[config.mk]
export PLATFORM = sky130hd
export DESIGN_NAME = priority_ready_queue_unit
export DESIGN_NICKNAME = d
export VERILOG_FILES = /design/src/rtl/core/prq_pkg.sv /design/src/rtl/core/prq_core.sv /design/src/rtl/core/priority_ready_queue_unit.sv
export SDC_FILE = /design/constraint.sdc
export NUM_CORES = 2
export LEC_CHECK = 0
export ABC_CLOCK_PERIOD_IN_PS = 5900
export BUFFER_PORTS_ARGS = -buffer_cell sky130_fd_sc_hd__buf_2
export CAP_MARGIN = 20
export CORE_MARGIN = 4
export CORE_UTILIZATION = 30
export DETAILED_ROUTE_END_ITERATION = 6
export HOLD_SLACK_MARGIN = 0.1
export REMOVE_ABC_BUFFERS = 1
export SETUP_SLACK_MARGIN = 0.2
export SYNTH_ARGS = -nofsm -noshare
export SYNTH_HDL_FRONTEND = slang
export SYNTH_SLANG_ARGS = --single-unit
[constraint.sdc]
create_clock -name clk -period 5.9 [get_ports clk]
set_input_delay 0.295 -clock clk [delete_from_list [all_inputs] [get_ports clk]]
set_output_delay 0.295 -clock clk [all_outputs]
set_load 0.02 [all_outputs]
[src/rtl/core/prq_pkg.sv]
// Package: shared types and constants of the priority ready queue.
`default_nettype none
package prq_pkg;

  localparam int unsigned LEVELS_DEF    = 32;
  localparam int unsigned MAX_TASKS_DEF = 64;

  typedef enum logic [1:0] {
    OP_ENQ = 2'd0,
    OP_REM = 2'd1,
    OP_SEL = 2'd2,
    OP_POP = 2'd3
  } op_t;

  typedef enum logic [2:0] {
    ST_IDLE,
    ST_DECODE,
    ST_LV_WAIT,
    ST_TK_WAIT,
    ST_UNLINK,
    ST_ENQ_B,
    ST_RESP
  } state_t;

  typedef struct packed {
    logic [1:0] operation;
    logic [5:0] task_req;
    logic [4:0] level;
    logic       activation;
  } req_t;

  typedef struct packed {
    logic       status;
    logic       found;
    logic [5:0] chosen_task;
    logic       chosen_activation;
    logic [6:0] queued_total;
  } res_t;

endpackage
`default_nettype wire

[src/rtl/core/prq_core.sv]
// Sequencer, link memories and bitmap of the priority ready queue.
`default_nettype none
module prq_core #(
  parameter int unsigned LEVELS    = prq_pkg::LEVELS_DEF,
  parameter int unsigned MAX_TASKS = prq_pkg::MAX_TASKS_DEF
) (
  input  wire logic        clk,
  input  wire logic        rst_n,
  input  wire logic        start,
  input  wire prq_pkg::req_t req,
  input  wire logic        room,
  output logic             busy,
  output logic             done,
  output prq_pkg::res_t    res
);
  import prq_pkg::*;

  localparam int unsigned TW   = $clog2(MAX_TASKS);
  localparam int unsigned LW   = $clog2(LEVELS);
  localparam int unsigned CNTW = $clog2(MAX_TASKS + 1);

  state_t state_r, state_nxt;
  logic [1:0]      op_r, op_nxt;
  logic [5:0]      t_r, t_nxt;
  logic [4:0]      lv_r, lv_nxt;
  logic            act_r, act_nxt;
  logic [LW-1:0]   la_r, la_nxt;
  logic [TW-1:0]   cur_r, cur_nxt;
  logic            hc_r, hc_nxt;
  logic [LEVELS-1:0]    map_r, map_nxt;
  logic [MAX_TASKS-1:0] queued_r, queued_nxt;
  logic [CNTW-1:0] count_r, count_nxt;
  logic            turn_r, turn_nxt;
  logic            stat_r, stat_nxt, found_r, found_nxt, pact_r, pact_nxt;
  logic [TW-1:0]   pick_r, pick_nxt;

  logic [TW-1:0] next_mem [MAX_TASKS];
  logic [TW-1:0] prev_mem [MAX_TASKS];
  logic [4:0]    tlvl_mem [MAX_TASKS];
  logic          cred_mem [MAX_TASKS];
  logic [TW-1:0] head_mem [LEVELS];
  logic [TW-1:0] tail_mem [LEVELS];

  logic [TW-1:0] nx_q, pv_q, head_q, tail_q;
  logic [4:0]    tlvl_q;
  logic          cred_q;

  logic          nx_we, pv_we, tk_we, hd_we, tl_we, lvl_re;
  logic [TW-1:0] nx_wa, nx_wd, pv_wa, pv_wd, hd_wd, tl_wd;

  logic [TW-1:0] ti;
  logic          t_ok, lv_ok;
  logic [LW-1:0] top;

  assign ti    = TW'(t_r);
  assign t_ok  = (9'(t_r) < 9'(MAX_TASKS));
  assign lv_ok = (6'(lv_r) < 6'(LEVELS));

  always_comb begin
    top = '0;
    for (int i = 0; i < LEVELS; i++) begin
      if (map_r[i]) top = LW'(i);
    end
  end

  always_ff @(posedge clk) begin
    if (nx_we) next_mem[nx_wa] <= nx_wd;
    if (pv_we) prev_mem[pv_wa] <= pv_wd;
    if (tk_we) begin
      tlvl_mem[ti] <= lv_r;
      cred_mem[ti] <= act_r;
    end
    nx_q   <= next_mem[cur_nxt];
    pv_q   <= prev_mem[cur_nxt];
    tlvl_q <= tlvl_mem[cur_nxt];
    cred_q <= cred_mem[cur_nxt];
  end

  always_ff @(posedge clk) begin
    if (hd_we) head_mem[la_r] <= hd_wd;
    if (tl_we) tail_mem[la_r] <= tl_wd;
    if (lvl_re) begin
      head_q <= head_mem[la_nxt];
      tail_q <= tail_mem[la_nxt];
    end
  end

  always_ff @(posedge clk) begin
    if (!rst_n) begin
      state_r  <= ST_IDLE;
      map_r    <= '0;
      queued_r <= '0;
      count_r  <= '0;
      turn_r   <= 1'b0;
    end else begin
      state_r  <= state_nxt;
      map_r    <= map_nxt;
      queued_r <= queued_nxt;
      count_r  <= count_nxt;
      turn_r   <= turn_nxt;
    end
    op_r    <= op_nxt;
    t_r     <= t_nxt;
    lv_r    <= lv_nxt;
    act_r   <= act_nxt;
    la_r    <= la_nxt;
    cur_r   <= cur_nxt;
    hc_r    <= hc_nxt;
    stat_r  <= stat_nxt;
    found_r <= found_nxt;
    pact_r  <= pact_nxt;
    pick_r  <= pick_nxt;
  end

  always_comb begin
    state_nxt  = state_r;
    op_nxt     = op_r;
    t_nxt      = t_r;
    lv_nxt     = lv_r;
    act_nxt    = act_r;
    la_nxt     = la_r;
    cur_nxt    = cur_r;
    hc_nxt     = hc_r;
    map_nxt    = map_r;
    queued_nxt = queued_r;
    count_nxt  = count_r;
    turn_nxt   = turn_r;
    stat_nxt   = stat_r;
    found_nxt  = found_r;
    pact_nxt   = pact_r;
    pick_nxt   = pick_r;
    nx_we = 1'b0; nx_wa = cur_r; nx_wd = cur_r;
    pv_we = 1'b0; pv_wa = cur_r; pv_wd = cur_r;
    tk_we = 1'b0;
    hd_we = 1'b0; hd_wd = cur_r;
    tl_we = 1'b0; tl_wd = cur_r;
    lvl_re = 1'b0;
    done   = 1'b0;

    case (state_r)
      ST_IDLE: begin
        if (start) begin
          op_nxt    = req.operation;
          t_nxt     = req.task_req;
          lv_nxt    = req.level;
          act_nxt   = req.activation;
          state_nxt = ST_DECODE;
        end
      end
      ST_DECODE: begin
        stat_nxt  = 1'b0;
        found_nxt = 1'b0;
        pact_nxt  = 1'b0;
        pick_nxt  = '0;
        lvl_re    = 1'b1;
        la_nxt    = LW'(lv_r);
        state_nxt = ST_LV_WAIT;
        case (op_t'(op_r))
          OP_ENQ: begin
            if (!t_ok || !lv_ok || queued_r[ti]) begin
              stat_nxt  = 1'b1;
              state_nxt = ST_RESP;
            end
          end
          OP_REM: begin
            if (!t_ok || !lv_ok || !queued_r[ti]) begin
              stat_nxt  = 1'b1;
              state_nxt = ST_RESP;
            end
          end
          OP_SEL: begin
            la_nxt = top;
            if (map_r == '0) begin
              turn_nxt  = 1'b0;
              state_nxt = ST_RESP;
            end
          end
          OP_POP: begin
            if (!lv_ok) begin
              stat_nxt  = 1'b1;
              state_nxt = ST_RESP;
            end else if (!map_r[LW'(lv_r)]) begin
              state_nxt = ST_RESP;
            end
          end
          default: state_nxt = ST_RESP;
        endcase
      end
      ST_LV_WAIT: begin
        if (op_t'(op_r) == OP_ENQ) begin
          tk_we = 1'b1;
          nx_we = 1'b1; nx_wa = ti; nx_wd = ti;
          pv_we = 1'b1; pv_wa = ti; pv_wd = map_r[la_r] ? tail_q : ti;
          tl_we = 1'b1; tl_wd = ti;
          hd_we = !map_r[la_r]; hd_wd = ti;
          map_nxt[la_r]  = 1'b1;
          queued_nxt[ti] = 1'b1;
          count_nxt      = count_r + CNTW'(1);
          state_nxt      = map_r[la_r] ? ST_ENQ_B : ST_RESP;
        end else begin
          cur_nxt   = (op_t'(op_r) == OP_REM) ? ti : head_q;
          state_nxt = ST_TK_WAIT;
        end
      end
      ST_TK_WAIT: begin
        case (op_t'(op_r))
          OP_REM: begin
            if (tlvl_q != lv_r) begin
              stat_nxt  = 1'b1;
              state_nxt = ST_RESP;
            end else begin
              state_nxt = ST_UNLINK;
            end
          end
          OP_POP: begin
            found_nxt = 1'b1;
            pick_nxt  = cur_r;
            pact_nxt  = cred_q;
            state_nxt = ST_UNLINK;
          end
          OP_SEL: begin
            if (cur_r == head_q) hc_nxt = cred_q;
            if (cred_q == !turn_r) begin
              found_nxt = 1'b1;
              pick_nxt  = cur_r;
              pact_nxt  = cred_q;
              turn_nxt  = cred_q;
              state_nxt = ST_RESP;
            end else if (cur_r == tail_q) begin
              found_nxt = 1'b1;
              pick_nxt  = head_q;
              pact_nxt  = (cur_r == head_q) ? cred_q : hc_r;
              turn_nxt  = (cur_r == head_q) ? cred_q : hc_r;
              state_nxt = ST_RESP;
            end else begin
              cur_nxt = nx_q;
            end
          end
          default: state_nxt = ST_RESP;
        endcase
      end
      ST_UNLINK: begin
        if (head_q == cur_r && tail_q == cur_r) begin
          map_nxt[la_r] = 1'b0;
        end else if (head_q == cur_r) begin
          hd_we = 1'b1; hd_wd = nx_q;
          pv_we = 1'b1; pv_wa = nx_q; pv_wd = nx_q;
        end else if (tail_q == cur_r) begin
          tl_we = 1'b1; tl_wd = pv_q;
          nx_we = 1'b1; nx_wa = pv_q; nx_wd = pv_q;
        end else begin
          nx_we = 1'b1; nx_wa = pv_q; nx_wd = nx_q;
          pv_we = 1'b1; pv_wa = nx_q; pv_wd = pv_q;
        end
        queued_nxt[cur_r] = 1'b0;
        if (count_r != '0) count_nxt = count_r - CNTW'(1);
        state_nxt = ST_RESP;
      end
      ST_ENQ_B: begin
        nx_we = 1'b1; nx_wa = tail_q; nx_wd = ti;
        state_nxt = ST_RESP;
      end
      ST_RESP: begin
        if (room) begin
          done      = 1'b1;
          state_nxt = ST_IDLE;
        end
      end
      default: state_nxt = ST_IDLE;
    endcase
  end

  assign busy = (state_r != ST_IDLE);

  always_comb begin
    res.status            = stat_r;
    res.found             = found_r;
    res.chosen_task       = 6'(pick_r);
    res.chosen_activation = pact_r;
    res.queued_total      = 7'(count_r);
  end

  a_count_range: assert property (@(posedge clk) disable iff (!rst_n)
    count_r <= CNTW'(MAX_TASKS))
    else $error("queued count out of range");

  a_count_bits: assert property (@(posedge clk) disable iff (!rst_n)
    $countones(queued_r) == 32'(count_r))
    else $error("queued count disagrees with queued flags");

  a_map_empty: assert property (@(posedge clk) disable iff (!rst_n)
    (count_r == '0) == (map_r == '0))
    else $error("level bitmap disagrees with queued count");

  a_done_idle: assert property (@(posedge clk) disable iff (!rst_n)
    done |=> state_r == ST_IDLE)
    else $error("sequencer not idle after request");

endmodule
`default_nettype wire

[src/rtl/core/priority_ready_queue_unit.sv]
// Top level of the priority ready queue: handshakes and result register.
//
//  channel | dir | handshake            | payload
//  in_     | in  | in_valid / in_ready  | in_data  (prq_pkg::req_t)
//  out_    | out | out_valid / out_ready| out_data (prq_pkg::res_t)
//
// Enqueue on a non-empty level adds state ST_ENQ_B to link the old tail;
// remove and pop read the level and the task, then unlink it. A request
// rejected at decode, or a pop of an empty level, skips to ST_RESP. Select
// walks the top level (at most MAX_TASKS tasks), one link memory read per step.
// rst_n is synchronous; it clears the bitmap, queued flags, count and turn flag.
// A held result does not stop the next request being taken; the sequencer
// waits only if the result register is still full when it finishes.
`default_nettype none
module priority_ready_queue_unit #(
  parameter int unsigned LEVELS    = prq_pkg::LEVELS_DEF,
  parameter int unsigned MAX_TASKS = prq_pkg::MAX_TASKS_DEF
) (
  input  wire logic     clk,
  input  wire logic     rst_n,
  input  wire logic     in_valid,
  output logic          in_ready,
  input  wire prq_pkg::req_t in_data,
  output logic          out_valid,
  input  wire logic     out_ready,
  output prq_pkg::res_t out_data
);
  import prq_pkg::*;

  logic busy, done, room;
  res_t res;
  logic out_valid_r;
  res_t out_data_r;

  assign in_ready = !busy;
  assign room     = !out_valid_r || out_ready;

  prq_core #(
    .LEVELS    (LEVELS),
    .MAX_TASKS (MAX_TASKS)
  ) u_core (
    .clk   (clk),
    .rst_n (rst_n),
    .start (in_valid && in_ready),
    .req   (in_data),
    .room  (room),
    .busy  (busy),
    .done  (done),
    .res   (res)
  );

  always_ff @(posedge clk) begin
    if (!rst_n) begin
      out_valid_r <= 1'b0;
    end else if (done) begin
      out_valid_r <= 1'b1;
    end else if (out_ready) begin
      out_valid_r <= 1'b0;
    end
    if (done) out_data_r <= res;
  end

  assign out_valid = out_valid_r;
  assign out_data  = out_data_r;

endmodule
`default_nettype wire
==> results.md <==
* CP endpoint: u_core.next_mem[56][5]$_DFFE_PP_
* CTS tree: done
* Antenna viol nets, final at 0
* Failing checks: DRC
* CORE AREA at 0.236 mm²
* GRT Overall Usage at 0.155
* Clk root buf: clkbuf_16
* Fin nets at 5,858
* Placer congestion estimate at 0.901
* Top cell type's share of synthesized area at 0.667
* HP Class: in2reg
* Detail-routed via count per cell at 5.24
* Critical Path AT at 5.35 ns
* CP startpoint kind: register
* TritonCTS buffer count at 170
* Post-Place Setup Slack at 1.18 ns
* Port Buffers at 35
* Post-synth top area cell: edfxtp_1
* Seq/Total Area, Yosys at 0.706
* Number of synthesized flops with an enable pin at 1,588
* Final worst setup slack at 0.987 ns
* Clock sinks at 1,725
* Outcome: complete, but fails checks
* H-tree depth at 4
* Starting DRC count in detailed routing at 5,664
* Worst setup EP type: register
* VDD IR-drop max at 611 µV
* Dominant cells by area after synthesis: edfxtp_1 67%, nand2_1 7.6%, dfxtp_1 3.8%
* Sequential Area at 0.0504 mm²
* Clk_skew at 0.0459 ns
* Vias post-DR at 47,886
* Worst-margin pin slew at 1.14 ns
* Vias in the first global route at 46,102
* RSZ-0062 raised after global routing: false
* WL/cell at 21.4 µm
* Clock Path Buffers at 3
* Worst Setup SP: u_core.op_r[0]$_DFFE_PP_
* Average size of a mapped cell at 12.2 µm²
* Inst Count DP at 8,795
* R2R Setup Slk at 0.99 ns
* Worst-path clk slew at 0.06 ns
* Non-Filler Instances at 9,137
* Synth Warn # at 0
* Max Fanout on Critical Path at 16
* Layout area overhead at 13.9%
* Die W at 496 µm
* Die ar. at 0.246 mm²
* DR pass1 iterations at 7
* Total gr overflow at 0
* Die Height at 496 µm
* Post-Synthesis Cell Area at 0.0714 mm²
* Largest net degree at the start of global routing at 178
* Area of the multi-input gates at 0.0197 mm²
* Residual DRC count at 2
* Max-cap viol count at 0
* Lkg Pwr at 26.7 nW
* CP required at 6.33 ns
* Total Wirelength at 196 mm
* Min Tclk post-route at 4.91 ns
* Synthesized flop and latch total at 1,725
* Fin. Hold Viols at 0
* Fin crit share at 0.833
* Slew Viols, Final at 0
* Layout cells sized above 1 at 0.0842
* Filler cells at 22,975
* Yosys cell types at 71
* Initial antenna violation count at 3
* Hpwl dp at 124 mm
* RR Endpoint: u_core.next_mem[56][5]$_DFFE_PP_
* I/O pin cnt at 36
* Setup TNS at 0 ns
* Util after Layout at 0.345
* Worst reg-to-reg path cell count at 11
* Reg2reg start: u_core.op_r[0]$_DFFE_PP_
* Main synth FF type: edfxtp_1
* Max Clk Rate at 204 MHz
* Slew margin rel. at 0.238
* Fraction of registers with async set/reset at 0
* Critical path type: reg2reg
* Final setup violation count at 0
* Placement row count at 178
* Later-pin clock latency in the skew report at 0.82 ns
* Resized Gates After CTS at 0
* First-pass GRT wire length at 294 mm
* PD cells at 524 mW/mm²
* Syn Inst Count at 5,846
* Initial core utilization at 0.303
## critical path, cell delays in order, from the launching register on
cell      delay (ns)
edfxtp_1        0.35
buf_4           0.20
nor2_1          0.40
buf_4           0.25
mux2i_1         0.32
a21oi_1         0.13
or2_2           0.31
o21ai_0         0.12
a21oi_1         0.11
o21ai_0         0.88
nand3_1         0.76
nor2_1          0.67
## registers in the layout, indices dropped and copies added, names as in the netlist, 6 cells and up, named ones only
name and cells:
out_data 16, u_core.count_r 7, u_core.cred_mem 64, u_core.cur_r 6
u_core.head_mem 192, u_core.head_q 6, u_core.next_mem 384, u_core.nx_q 6
u_core.pick_r 6, u_core.prev_mem 384, u_core.pv_q 6, u_core.queued_r 64
u_core.t_r 6, u_core.tail_mem 192, u_core.tail_q 6, u_core.tlvl_mem 320
## layout make-up
type                       count  share of cell area
antenna                        4            0.000123
clock buffer                 234              0.0588
clock inverter                87             0.00966
inverter                      31             0.00161
multi-input combinational   3718               0.242
sequential                  1725               0.620
tap                         3150              0.0484
timing repair buffer         188              0.0199
## layout by cell type (no fill, tap or decap), drive strengths merged, types with 13 or more instances in the layout
master and count:
a211oi 28, a21boi 114, a21oi 319, a221o 13, a22o 83, a22oi 71
a311oi 22, a31oi 63, a32oi 84, and2 39, and3 40, buf 171
clkbuf 234, clkinv 61, dfxtp 137, dlygate4sd3 17, edfxtp 1588, inv 39
mux2i 66, mux4 22, nand2 1452, nand2b 22, nand3 480, nand4 25
nor2 376, nor2b 13, nor3 19, nor4 28, o21ai 149, o21bai 30
o311a 33, xnor2 13
## cells by family (layout without fill, tap and decap cells)
kind of cell	count (synthesis)	count (layout)	share of synthesized area
AOI/OAI and AO/OA	1067	1067	0.101
buffers and inverters	403	540	0.0225
other	0	4	0
xor gates and xnor gates	25	25	0.00317
adders and majority gates	6	6	0.00116
muxes	95	95	0.0173
DFF	1725	1725	0.706
and+or+nand+nor	2525	2525	0.149
## through the flow
step           hold slack [ns]  total power, mW  instance area, µm²
2_1_floorplan            0.394             25.5               70000
3_3_place_gp             0.409             31.8               75600
3_5_place_dp             0.411             31.9               75600
4_1_cts                  0.130             42.7               81400
5_1_grt                  0.162             44.5               81400
6_report                 0.206             42.6               81400
## cells in the mapped netlist (all sizes together), types with 12 or more instances
| cell type | number |
|---|---|
| a211oi | 28 |
| a21boi | 114 |
| a21oi | 319 |
| a221o | 13 |
| a22o | 83 |
| a22oi | 71 |
| a311oi | 22 |
| a31oi | 63 |
| a32oi | 84 |
| and2 | 39 |
| and3 | 40 |
| buf | 130 |
| clkbuf | 242 |
| dfxtp | 137 |
| edfxtp | 1588 |
| inv | 29 |
| mux2i | 66 |
| mux4 | 22 |
| nand2 | 1452 |
| nand2b | 22 |
| nand3 | 480 |
| nand4 | 25 |
| nor2 | 376 |
| nor2b | 13 |
| nor3 | 19 |
| nor4 | 28 |
| o21ai | 149 |
| o21bai | 30 |
| o311a | 33 |
| xnor2 | 13 |
| xor2 | 12 |
## where the power goes
part           switching [mW]  internal [mW]  total, mW  leakage, nW
logic                    11.5           4.04       15.6         8.45
registers               0.437           15.8       16.3         15.5
clock network            4.65           6.14       10.8         2.71
total                    16.6           26.0       42.6         26.7
## worst min path at each step
stage,slack (ns),end,depth (start not counted),from
detailed placement,0.41,out_data[14]$_DFFE_PP_,0,u_core.found_r$_DFFE_PP_
CTS,0.13,u_core.t_r[0]$_DFFE_PP_,2,in_data[6]
finish,0.21,u_core.t_r[0]$_DFFE_PP_,2,in_data[6]
floorplan,0.39,u_core.act_r$_DFFE_PP_,0,in_data[0]
global placement,0.41,out_data[9]$_DFFE_PP_,0,u_core.pick_r[1]$_SDFFCE_PN0P_
global route,0.16,u_core.act_r$_DFFE_PP_,2,in_data[0]
## what timing repair did
item,CTS,global route
setup buffers,0,0
hold buffers,17,0
hold endpoints to repair,42,0
## layer usage
metal  track usage  share of wire  vias to the layer above
li1              -              -                    21529
met1         0.215           0.43                    23945
met2         0.246           0.47                     2017
met3        0.0279          0.079                      395
met4        0.0478          0.028                        0
met5             0              0                        -
Note: power is estimated with default switching activity, not from simulation.
